<file path="config.mk">
export PLATFORM = sky130hd
export DESIGN_NAME = srdz_div_cell
export DESIGN_NICKNAME = d
export VERILOG_FILES = /design/src/hdl/srdz_pkg.sv /design/src/hdl/srdz_div_cell.sv
export SDC_FILE = /design/constraint.sdc
export NUM_CORES = 1
export LEC_CHECK = 0
export BUFFER_PORTS_ARGS = -buffer_cell sky130_fd_sc_hd__buf_2
export CORE_AREA = 2 2 216 218
export CTS_CLUSTER_SIZE = 8
export DETAILED_ROUTE_END_ITERATION = 10
export DIE_AREA = 0 0 218 220
export RECOVER_POWER = 100
export SYNTH_ARGS = -nofsm -noshare
export SYNTH_HDL_FRONTEND = slang
export SYNTH_SLANG_ARGS = --single-unit
</file>
<file path="constraint.sdc">
create_clock -name aclk -period 7.1 [get_ports aclk]
set_clock_uncertainty 0.1 [all_clocks]
set_input_delay 0.71 -clock aclk [delete_from_list [all_inputs] [get_ports aclk]]
set_output_delay 0.71 -clock aclk [all_outputs]
set_load 0.02 [all_outputs]
</file>
<file path="src/hdl/srdz_pkg.sv">
// ---------------------------------------------------------------------------
// srdz_pkg: shared types and constants for the scaled radial dead zone.
// Holds the sample format, the widths of the pipelined arithmetic and the
// record that travels down the chain of cells.
// ---------------------------------------------------------------------------
package srdz_pkg;

    localparam int SampleBits = 16;
    localparam int FracBits   = SampleBits - 1;
    localparam int MagBits    = SampleBits;          // |x|, |y| up to 2^F
    localparam int SqBits     = 2 * MagBits + 1;     // x*x + y*y
    localparam int RootBits   = MagBits + 1;         // floor(sqrt(sq))
    localparam int NumBits    = MagBits + FracBits;  // dividend of the divides
    localparam int QuoBits    = NumBits + 1;
    localparam int DzBits     = 15;

    // Square root cells: one result bit per cell.
    localparam int SqrtCells = RootBits;
    // Divide cells: one quotient bit per cell, one per dividend bit.
    localparam int DivCells  = NumBits;

    localparam logic [MagBits-1:0] OneQ = MagBits'(1) << FracBits;

    typedef logic [SampleBits-1:0] sample_t;

    // Record carried by the input cell and every square root cell of the chain.
    typedef struct packed {
        logic                neg_x;
        logic                neg_y;
        logic [MagBits-1:0]  ax;
        logic [MagBits-1:0]  ay;
        logic [DzBits-1:0]   dz;
        logic                dead;
        logic [SqBits-1:0]   rem;    // square root remainder
        logic [RootBits-1:0] root;   // square root partial result
    } srdz_sq_t;

    // One long division lane: numerator shifted in, remainder, quotient.
    typedef struct packed {
        logic [NumBits-1:0]  num;
        logic [RootBits:0]   rem;
        logic [QuoBits-1:0]  quo;
    } srdz_div_t;

    typedef struct packed {
        logic                neg_x;
        logic                neg_y;
        logic                dead;
        logic                zero;
        logic [RootBits-1:0] den_m;  // magnitude, divisor of both directions
        logic [RootBits-1:0] den_k;  // 2^F - d, divisor of the factor
        srdz_div_t           dx;
        srdz_div_t           dy;
        srdz_div_t           dk;
    } srdz_dv_t;

endpackage

</file>
<file path="src/hdl/srdz_div_cell.sv">
// ---------------------------------------------------------------------------
// srdz_div_cell: one restoring division step for three lanes.
// Shifts one numerator bit into each remainder and decides a quotient bit.
// ---------------------------------------------------------------------------
module srdz_div_cell (
    input  logic               aclk,
    input  logic               en,
    input  srdz_pkg::srdz_dv_t in_rec,
    output srdz_pkg::srdz_dv_t out_rec
);
    import srdz_pkg::*;

    srdz_dv_t nxt;

    function automatic srdz_div_t step(srdz_div_t l, logic [RootBits-1:0] den);
        logic [RootBits+1:0] r;
        srdz_div_t           o;
        r     = {l.rem, l.num[NumBits-1]};
        o     = l;
        o.num = l.num << 1;
        if (r >= (RootBits+2)'(den)) begin
            o.rem = (RootBits+1)'(r - (RootBits+2)'(den));
            o.quo = {l.quo[QuoBits-2:0], 1'b1};
        end else begin
            o.rem = (RootBits+1)'(r);
            o.quo = {l.quo[QuoBits-2:0], 1'b0};
        end
        return o;
    endfunction

    always_comb begin
        nxt    = in_rec;
        nxt.dx = step(in_rec.dx, in_rec.den_m);
        nxt.dy = step(in_rec.dy, in_rec.den_m);
        nxt.dk = step(in_rec.dk, in_rec.den_k);
    end

    always_ff @(posedge aclk) begin
        if (en) begin
            out_rec <= nxt;
        end
    end
endmodule

</file>
==> impl_metrics.csv <==
group,metric,value,unit
job,max-cap-violations,2,
synth,postSynthAreaPerCell,15.4,sq um
detailed_routing,antenna_left,0,
floorplanning,rows,79,
run_status,outcome,"complete, but fails checks",
detailed_routing,drtIter0Drc,583,
final_layout,ff_latch_area,8350,sq um
floorplanning,io_pins,564,
clock_tree,path_clk_slew,0.05,ns
timing,slew_headroom,-1.78,
clock_tree,cts-resized-gates,0,
synth,synth.distinct_cells,67,
global_routing,grtUsageMet2,0.239,
clock_tree,cts_buffers,41,
global_routing,grt_usage,0.147,
final_layout,fillers,4639,
timing,finalSetupTns,0,ns
pwr,p_total,4.59,mW
critical_path,crit_arrival,4.38,ns
timing,rsz0062_at_grt,"no",
pwr,peakVddDrop,0.000179,V
critical_path,crit_type,"primary input to flip-flop",
global_routing,grtUsageMet3,0.0443,
final_layout,top_register,"out_rec",
floorplanning,dieArea,48000,sq um
global_routing,grt_pass1_wl,53.0,mm
critical_path,path_max_fanout,166,
floorplanning,fp.dieH,220,microns
final_layout,multiInputGateArea,3370,sq um
clock_tree,cts_tree,"built",
hold_path,hold_class,"primary input to flip-flop",
pwr,combPwrFrac,0.174,
timing,hold_viol,0,
pwr,power.density,283,nW/um^2
hold_path,whs_endpoint,"out_rec[168]",
final_layout,final_nets,1708,
synth,yosys_warnings,0,
run_status,failed_checks,"max-capacitance violations, max-slew violations",
critical_path,path_buf_inv,2,
floorplanning,die_width,218,microns
synth,async_flop_share,0,
detailed_routing,wirelength,38.1,mm
final_layout,drive_gt1_frac,0.234,
critical_path,crit_path_end_kind,"flip-flop",
detailed_routing,first_pass_iters,5,
final_layout,final_cells,1989,
critical_path,cp.required,7.04,ns
detailed_routing,vias,9009,
clock_tree,h-tree-depth,2,
floorplanning,start_util,0.263,
clock_tree,clock_sinks,278,
synth,synth-edff-count,278,
pwr,p_int,3.32,mW
detailed_routing,routed_via_density,4.53,
global_routing,top_usage_layer,"met2",
placed_design,io_buffers,557,
timing,finalCriticalPeriod,4.44,ns
pwr,clkPwrFrac,0.379,
final_layout,largestRegisters,"out_rec (278)",
global_routing,overflow,0,
synth,synth_ff_type,"edfxtp_1",
pwr,leakage,6.23,nW
clock_tree,cts_post_setup_buffers_inserted,0,
synth,synth_seq_cells,278,
critical_path,cpLargestDelayFamily,"buffers and inverters",
pwr,power_switching,1.27,mW
critical_path,cp-start-kind,"primary input",
global_routing,grt_max_degree,167,
placed_design,dp.cells,1935,
synth,ys_seq_area_frac,0.692,
global_routing,grt_pass1_vias,8710,
critical_path,crit_chain,"buf_8, clkbuf_2",
synth,synth_area,12100,sq um
critical_path,max_stage_delay,2.88,ns
hold_path,hold_path.startpoint,"in_rec[167]",
clock_tree,cts_root_buffer,"clkbuf_16",
clock_tree,holdBufCountCts,0,
timing,fmax,225,MHz
synth,synth_cells,784,
final_layout,area_delta_synth_final,34.3,%
critical_path,cpMaxStageDelayCell,"clkbuf_2",
global_routing,antenna_found_initial,6,
timing,setup-violations-final,0,
pwr,power_frac_seq,0.447,
timing,tightest_slew,4.17,ns
pwr,switching_share,0.276,
detailed_routing,wl_per_cell,19.1,microns
floorplanning,core_area,45900,sq um
detailed_routing,drc,0,
placed_design,gp_congestion,0.828,
placed_design,dp_hpwl,29.4,mm
timing,final-max-slew-violation-count,187,
final_layout,largest_register_ffs,278,
clock_tree,clock_path_buffers,3,
global_routing,grt_use_met1,0.188,
timing,fin_crit_sh,0.625,
hold_path,min_path_cells,1,
power by group through the flow:
stage	logic [mW]	clock network (mW)	registers [mW]
after floorplan	0.298	0	2.27
after global placement	0.849	0	2.07
after detailed placement	0.855	0	2.07
after CTS	0.858	1.80	2.04
after global routing	0.866	1.85	2.07
final	0.798	1.74	2.05
final cells by class:
class,instances,share of cell area
tap,607,0.0469
multi-input combinational,440,0.208
clock buffer,47,0.0660
clock inverter,4,0.00278
sequential,278,0.515
timing repair buffer,558,0.149
antenna,3,0.000463
inverter,52,0.0120
Yosys cell counts (7+ instances only):
cell | number | area (sq um)
edfxtp_1 | 278 | 8350
ha_1 | 51 | 638
inv_1 | 51 | 191
a21oi_1 | 44 | 220
nor2_1 | 34 | 128
mux2_2 | 26 | 293
nand3_1 | 23 | 115
xnor2_1 | 23 | 201
nand2_1 | 22 | 82.6
o21ai_0 | 22 | 110
a21o_1 | 15 | 113
nor3_1 | 15 | 75.1
mux2_1 | 13 | 146
o21a_1 | 13 | 97.6
xor2_1 | 11 | 96.3
o31ai_1 | 10 | 75.1
clkbuf_1 | 9 | 33.8
nand4_1 | 9 | 56.3
mux2_4 | 7 | 105
o211ai_1 | 7 | 52.6
through the flow:
stage	hold slack [ns]	util	setup slack, ns	cell area [sq um]
floorplan	0.709	-	3.96	12100
global placement	0.787	0.339	3.16	15500
detailed placement	0.788	0.339	3.19	15500
CTS	0.196	0.363	3.77	16700
global route	0.203	0.353	2.24	16200
finish	0.241	0.353	2.66	16200
worst max-delay path by stage:
| stage | startpoint | end | depth (start not counted) |
|---|---|---|---|
| after CTS | in_rec[37] | out_rec[34] | 8 |
| after global routing | en | out_rec[11] | 2 |
| after global placement | in_rec[37] | out_rec[34] | 8 |
| after detailed placement | in_rec[37] | out_rec[34] | 8 |
| final | en | out_rec[137] | 2 |
| after floorplan | in_rec[249] | out_rec[41] | 10 |
cell families (layout without fill, tap and decap cells):
kind of cell	count (synthesis)	in the layout	synth area share
AOI/OAI and AO/OA	160	160	0.0921
xor gates and xnor gates	34	34	0.0247
adders and majority gates	54	54	0.0579
buffers and inverters	68	661	0.0250
DFF	278	278	0.692
muxes	51	51	0.0493
other	1	6	0.000311
and+or+nand+nor	138	138	0.0589
cells in the final DEF, fill, tap and decap left out, types with 8 or more instances in the layout:
cell type,netlist,final
o21a_1,13,13
o21ai_0,22,22
a21oi_1,44,45
edfxtp_1,278,278
o31ai_1,10,10
mux2_2,26,24
nand3_1,23,23
nand4_1,9,9
a211oi_1,6,8
inv_1,51,52
ha_1,51,51
nand2_1,22,22
clkbuf_1,9,316
nor2_1,34,34
mux2_1,13,22
buf_2,0,244
nor3_1,15,15
xor2_1,11,11
xnor2_1,23,23
a21o_1,15,15
clkbuf_16,0,42
routing by layer:
layer | share of wire | wire length (microns)
met4 | 0.020 | 765
met5 | 0.00089 | 34
met1 | 0.42 | 16100
met2 | 0.47 | 18000
met3 | 0.083 | 3150
(Power assumes the default switching activity.)
