`config.mk`:
```
export PLATFORM = sky130hd
export DESIGN_NAME = srdz_sqrt_cell
export DESIGN_NICKNAME = d
export VERILOG_FILES = /design/src/hdl/srdz_pkg.sv /design/src/hdl/srdz_sqrt_cell.sv
export SDC_FILE = /design/constraint.sdc
export NUM_CORES = 1
export LEC_CHECK = 0
export BUFFER_PORTS_ARGS = -buffer_cell sky130_fd_sc_hd__buf_4
export CORE_ASPECT_RATIO = 0.8
export CORE_MARGIN = 2
export CORE_UTILIZATION = 43
export DETAILED_ROUTE_END_ITERATION = 6
export PLACE_DENSITY_LB_ADDON = 0.08
export REMOVE_ABC_BUFFERS = 1
export SKIP_LAST_GASP = 1
export SYNTH_ARGS = -nofsm -noshare
export SYNTH_HDL_FRONTEND = slang
export SYNTH_SLANG_ARGS = --single-unit
```
`constraint.sdc`:
```
create_clock -name aclk -period 3.6 [get_ports aclk]
set_clock_uncertainty 0.15 [all_clocks]
set_input_delay 0 -clock aclk [delete_from_list [all_inputs] [get_ports aclk]]
set_output_delay 0 -clock aclk [all_outputs]
set_load 0.01 [all_outputs]
```
`src/hdl/srdz_pkg.sv`:
```
// ---------------------------------------------------------------------------
// srdz_pkg: shared types and constants for the scaled radial dead zone.
// Holds the sample format, the widths of the pipelined arithmetic and the
// record that travels down the chain of cells.
// ---------------------------------------------------------------------------
package srdz_pkg;

    localparam int SampleBits = 16;
    localparam int FracBits   = SampleBits - 1;
    localparam int MagBits    = SampleBits;          // |x|, |y| up to 2^F
    localparam int SqBits     = 2 * MagBits + 1;     // x*x + y*y
    localparam int RootBits   = MagBits + 1;         // floor(sqrt(sq))
    localparam int NumBits    = MagBits + FracBits;  // dividend of the divides
    localparam int QuoBits    = NumBits + 1;
    localparam int DzBits     = 15;

    // Square root cells: one result bit per cell.
    localparam int SqrtCells = RootBits;
    // Divide cells: one quotient bit per cell, one per dividend bit.
    localparam int DivCells  = NumBits;

    localparam logic [MagBits-1:0] OneQ = MagBits'(1) << FracBits;

    typedef logic [SampleBits-1:0] sample_t;

    // Record carried by the input cell and every square root cell of the chain.
    typedef struct packed {
        logic                neg_x;
        logic                neg_y;
        logic [MagBits-1:0]  ax;
        logic [MagBits-1:0]  ay;
        logic [DzBits-1:0]   dz;
        logic                dead;
        logic [SqBits-1:0]   rem;    // square root remainder
        logic [RootBits-1:0] root;   // square root partial result
    } srdz_sq_t;

    // One long division lane: numerator shifted in, remainder, quotient.
    typedef struct packed {
        logic [NumBits-1:0]  num;
        logic [RootBits:0]   rem;
        logic [QuoBits-1:0]  quo;
    } srdz_div_t;

    typedef struct packed {
        logic                neg_x;
        logic                neg_y;
        logic                dead;
        logic                zero;
        logic [RootBits-1:0] den_m;  // magnitude, divisor of both directions
        logic [RootBits-1:0] den_k;  // 2^F - d, divisor of the factor
        srdz_div_t           dx;
        srdz_div_t           dy;
        srdz_div_t           dk;
    } srdz_dv_t;

endpackage

```
`src/hdl/srdz_sqrt_cell.sv`:
```
// ---------------------------------------------------------------------------
// srdz_sqrt_cell: one restoring square root step.
// Decides one result bit and hands the record to the next cell.
// ---------------------------------------------------------------------------
module srdz_sqrt_cell (
    input  logic                aclk,
    input  logic                en,
    input  logic [4:0]          bit_pos,
    input  srdz_pkg::srdz_sq_t  in_rec,
    output srdz_pkg::srdz_sq_t  out_rec
);
    import srdz_pkg::*;

    logic [SqBits+1:0] trial;
    srdz_sq_t          nxt;

    // Trial value (4*root + 1) << 2*bit_pos, root kept as the high bits.
    always_comb begin
        nxt   = in_rec;
        trial = (((SqBits+2)'(in_rec.root) << 2) | (SqBits+2)'(1)) << (2 * bit_pos);
        if ((SqBits+2)'(in_rec.rem) >= trial) begin
            nxt.rem  = SqBits'((SqBits+2)'(in_rec.rem) - trial);
            nxt.root = (in_rec.root << 1) | RootBits'(1);
        end else begin
            nxt.root = in_rec.root << 1;
        end
    end

    always_ff @(posedge aclk) begin
        if (en) begin
            out_rec <= nxt;
        end
    end
endmodule

```
==> metrics.log <==
[metrics] Critical Path Sink: out_rec[49]$_DFFE_PP_
[metrics] Pwr per Cell Area: around 380 nW/um2
[metrics] Antenna diodes: 0
[metrics] sequential fraction of the synthesis area: slightly below 50%
[metrics] nets: 1,074
[metrics] Max VDD drop: 0.000267 V
[metrics] Largest Register: out_rec
[metrics] via count of the first global-routing pass: between 5,000 and 6,000
[metrics] largest stage delay on the critical path: roughly 0.37 ns
[metrics] registers with the most flip-flops: out_rec (100)
[metrics] Crit path required time: approximately 3.6 ns
[metrics] CTS sink cnt: 100
[metrics] footprint of the flip-flops and latches: 3000 um2
[metrics] source of the critical timing path: bit_pos[1]
[metrics] arrival time of data at the critical path endpoint: roughly 3.4 ns
[metrics] crit-path cells: buf_4 > buf_4 > nor2b_1 > a22o_1 > o21ai_0 > o22ai_1 > nand2b_1 > ha_1 > and3_1 > a221o_1 > a21oi_1 > o21a_1 > o21ai_0 > a21o_1 > a221oi_2 > xnor2_1 > mux2_4
[metrics] number of max-cap violations: 0
[metrics] maximum clock path buffer count: 2
[metrics] Worst Path Buf+Inv: 2
[metrics] most used cells in the layout excluding fill and tap cells: buf_4 (312), edfxtp_1 (100), dlygate4sd3_1 (99)
[metrics] run status: finished clean
[metrics] type of the worst setup path: in -> reg
[metrics] All-Layer GR Usage: 25.1%
[metrics] library cell used as clock root buffer: clkbuf_16
[metrics] number of distinct library cell variants in the gate-level netlist after synthesis: approximately 60
[metrics] share of async-settable or async-resettable flops after synthesis: 0%
[metrics] vias per inst: 5.09
[metrics] starting density of the core: 43.6%
[metrics] startpoint type of the worst setup path: primary input
[metrics] Syn Std Cell Area: ~6000 um2
[metrics] WP depth: 17
[metrics] H-tree depth reported by CTS: 3
[metrics] CTS buffer count: 9
[metrics] Gate Count Post-Synth: 528
[metrics] Final WS setup: between 0.2 and 0.25 ns
[metrics] commonest non-fill, non-tap cell in the layout: buf_4
[metrics] HPWL reported at the end of detailed placement: 13,800 um
[metrics] Yosys warning total: 0
[metrics] initial drt markers: 370
[metrics] standard cell with the maximum stage delay on the critical path: a221o_1
[metrics] maximum operating frequency: 0.295 GHz
[metrics] IO buf count: 206
[metrics] total area of multi-input combinational cells: 3030 um2
[metrics] Crit. End Element: flip-flop
[metrics] static leakage power: 0.00434 uW
[metrics] synth top area cells: edfxtp_1 (49%), ha_1 (6.7%), mux2_4 (5.9%)
[metrics] Die Wd: 138 um
[metrics] count of fill cells added during filler insertion: 1,051
[metrics] final number of max-transition violations: 0
[metrics] Final min period: 3.39 ns
[metrics] final number of hold-violating endpoints: 0
[metrics] cell area after layout: 10,000 um2
[metrics] flop and latch count out of synthesis: 100
[metrics] remaining antenna violation count after routing: 0
[metrics] dominant synthesized flop cell: edfxtp_1
[metrics] via total after detailed routing: around 5,700
[metrics] Final Wtd Congestion: between 0.8 and 0.9
[metrics] worst slack at placement: -0.340 ns
[metrics] Core Rows: 39
[metrics] Slew HR: a little under half
[metrics] TritonCTS clock tree: yes
[metrics] CORE AREA: 14,100 um2
[metrics] WL final: around 19,000 um
[metrics] Final Hold Slack: between 0.09 and 0.1 ns
[metrics] number of enable flip-flop cells after synthesis: 100
[metrics] number of setup violations in the final report: 0
[metrics] number of antenna violations at the first check in global routing: 0
[metrics] fraction of layout cells with a size suffix above 1: 41.7%
[metrics] maximum number of pins on one net before global-route repair: 62
[metrics] Synth top area share: 48.9%
[metrics] max reg flops: 100
[metrics] largest fanout of any net on the critical path: 14
[metrics] type of the most critical hold path: in -> reg
[metrics] Syn-to-layout area delta: 62.8%
[metrics] setup repair after global routing missed its margin: false
[metrics] wire length of the first global-routing pass: 29,600 um
[metrics] area after detailed placement: roughly 8600 um2
[metrics] GR Overflow Total: 0
[metrics] Routed wire per std cell: 17.3 um
[metrics] share of the cycle needed by the critical path after routing: between 90% and 100%
[metrics] family with the most delay on the worst path: compound AO/OA/AOI/OAI gates
[metrics] y dimension of the die: 111 um
[metrics] first-pass iteration count of the detailed router: 5
[metrics] Residual DRC: 0
[metrics] area enclosed by the die boundary: about 15,000 um2
[metrics] cell taking the most area after synthesis: edfxtp_1
[metrics] synthesized area per cell: between 10 and 15 um2
[metrics] Least-Margin Pin Slew: 0.802 ns
[metrics] number of I/O pins: roughly 210
[metrics] Clock transition at path regs: 0.08 ns
final cells by class:
cell class	instances	area share (%)
Clock buffer	9	2.25
Clock inverter	7	0.863
Inverter	9	0.338
Multi-Input combinational cell	400	30.3
Sequential cell	100	30.0
Tap cell	184	2.30
Timing Repair Buffer	414	33.9
routing by layer:
metal	global-route usage, %	routed length [um]	up-vias
li1	-	-	2815
met2	41.2	9080	188
met5	0	0	-
met4	5.50	257	0
met3	5.30	1290	21
met1	34.0	8750	2696
timing repair:
item | 4_1_cts | 5_1_grt
setup endpoints to repair | 0 | 33
setup buffers | 0 | 3
hold buffers | 99 | 0
gates resized for setup | 0 | 10
endpoints found under the hold margin | 99 | 0
synth_stat cells (2+ instances only):
master,number
a2bb2oi_1,2
nor2_1,40
o22ai_1,4
nand4_1,12
a31oi_1,5
xnor2_1,21
edfxtp_1,100
a21o_1,11
a21oi_1,43
and3_1,2
o21ai_1,2
a31o_2,3
or2_2,6
a2111oi_2,2
mux2_2,9
inv_1,8
o211ai_2,2
a22oi_1,4
o21bai_1,3
nand2_1,52
ha_1,33
mux2i_1,16
a221oi_1,2
o21ai_0,27
o21a_1,4
xor2_1,7
a211o_1,3
mux4_2,3
nor4_1,2
nor2b_1,6
nand3_1,5
nand2b_1,18
or3_1,2
buf_6,2
buf_1,3
mux2_4,24
clkbuf_1,12
buf_12,3
a211oi_1,3
logic make-up after synthesis:
logic type | after synthesis | synth area share [%]
xor gates and xnor gates | 28 | 3.99
AOI/OAI and AO/OA | 136 | 14.7
and+or+nand+nor | 150 | 11.7
DFF | 100 | 48.9
muxes | 52 | 11.2
adders and majority gates | 33 | 6.72
buffers and inverters | 29 | 2.81
worst min path at each step:
stage,startpoint,endpoint,slack (ns),cells after the start
after floorplan,in_rec[9],out_rec[10]$_DFFE_PP_,-0.05,0
after global placement,in_rec[85],out_rec[85]$_DFFE_PP_,0.03,1
after detailed placement,in_rec[56],out_rec[56]$_DFFE_PP_,0.03,1
after CTS,en,out_rec[46]$_DFFE_PP_,0.11,1
after global routing,en,out_rec[46]$_DFFE_PP_,0.14,1
final,en,out_rec[46]$_DFFE_PP_,0.1,1
power by group:
part / switching [uW] / internal (uW)
clock network: 506 / 502
registers: 36.4 / 1430
logic: 578 / 708
total: 1120 / 2640
metrics by stage:
| stage | util, % | total power (uW) | TNS [ns] | std cells |
|---|---|---|---|---|
| 6_report | 70.9 | 3760 | 0 | 1123 |
| 5_1_grt | 70.9 | 3950 | 0 | 1123 |
| 4_1_cts | 70.2 | 3760 | 0 | 1119 |
| 3_5_place_dp | 61.0 | 2660 | -10.05 | 1004 |
| 3_3_place_gp | 61.0 | 2640 | -4.05 | 1004 |
| 2_1_floorplan | - | 2060 | 0 | 508 |
Note: power is estimated with default switching activity, not from simulation.
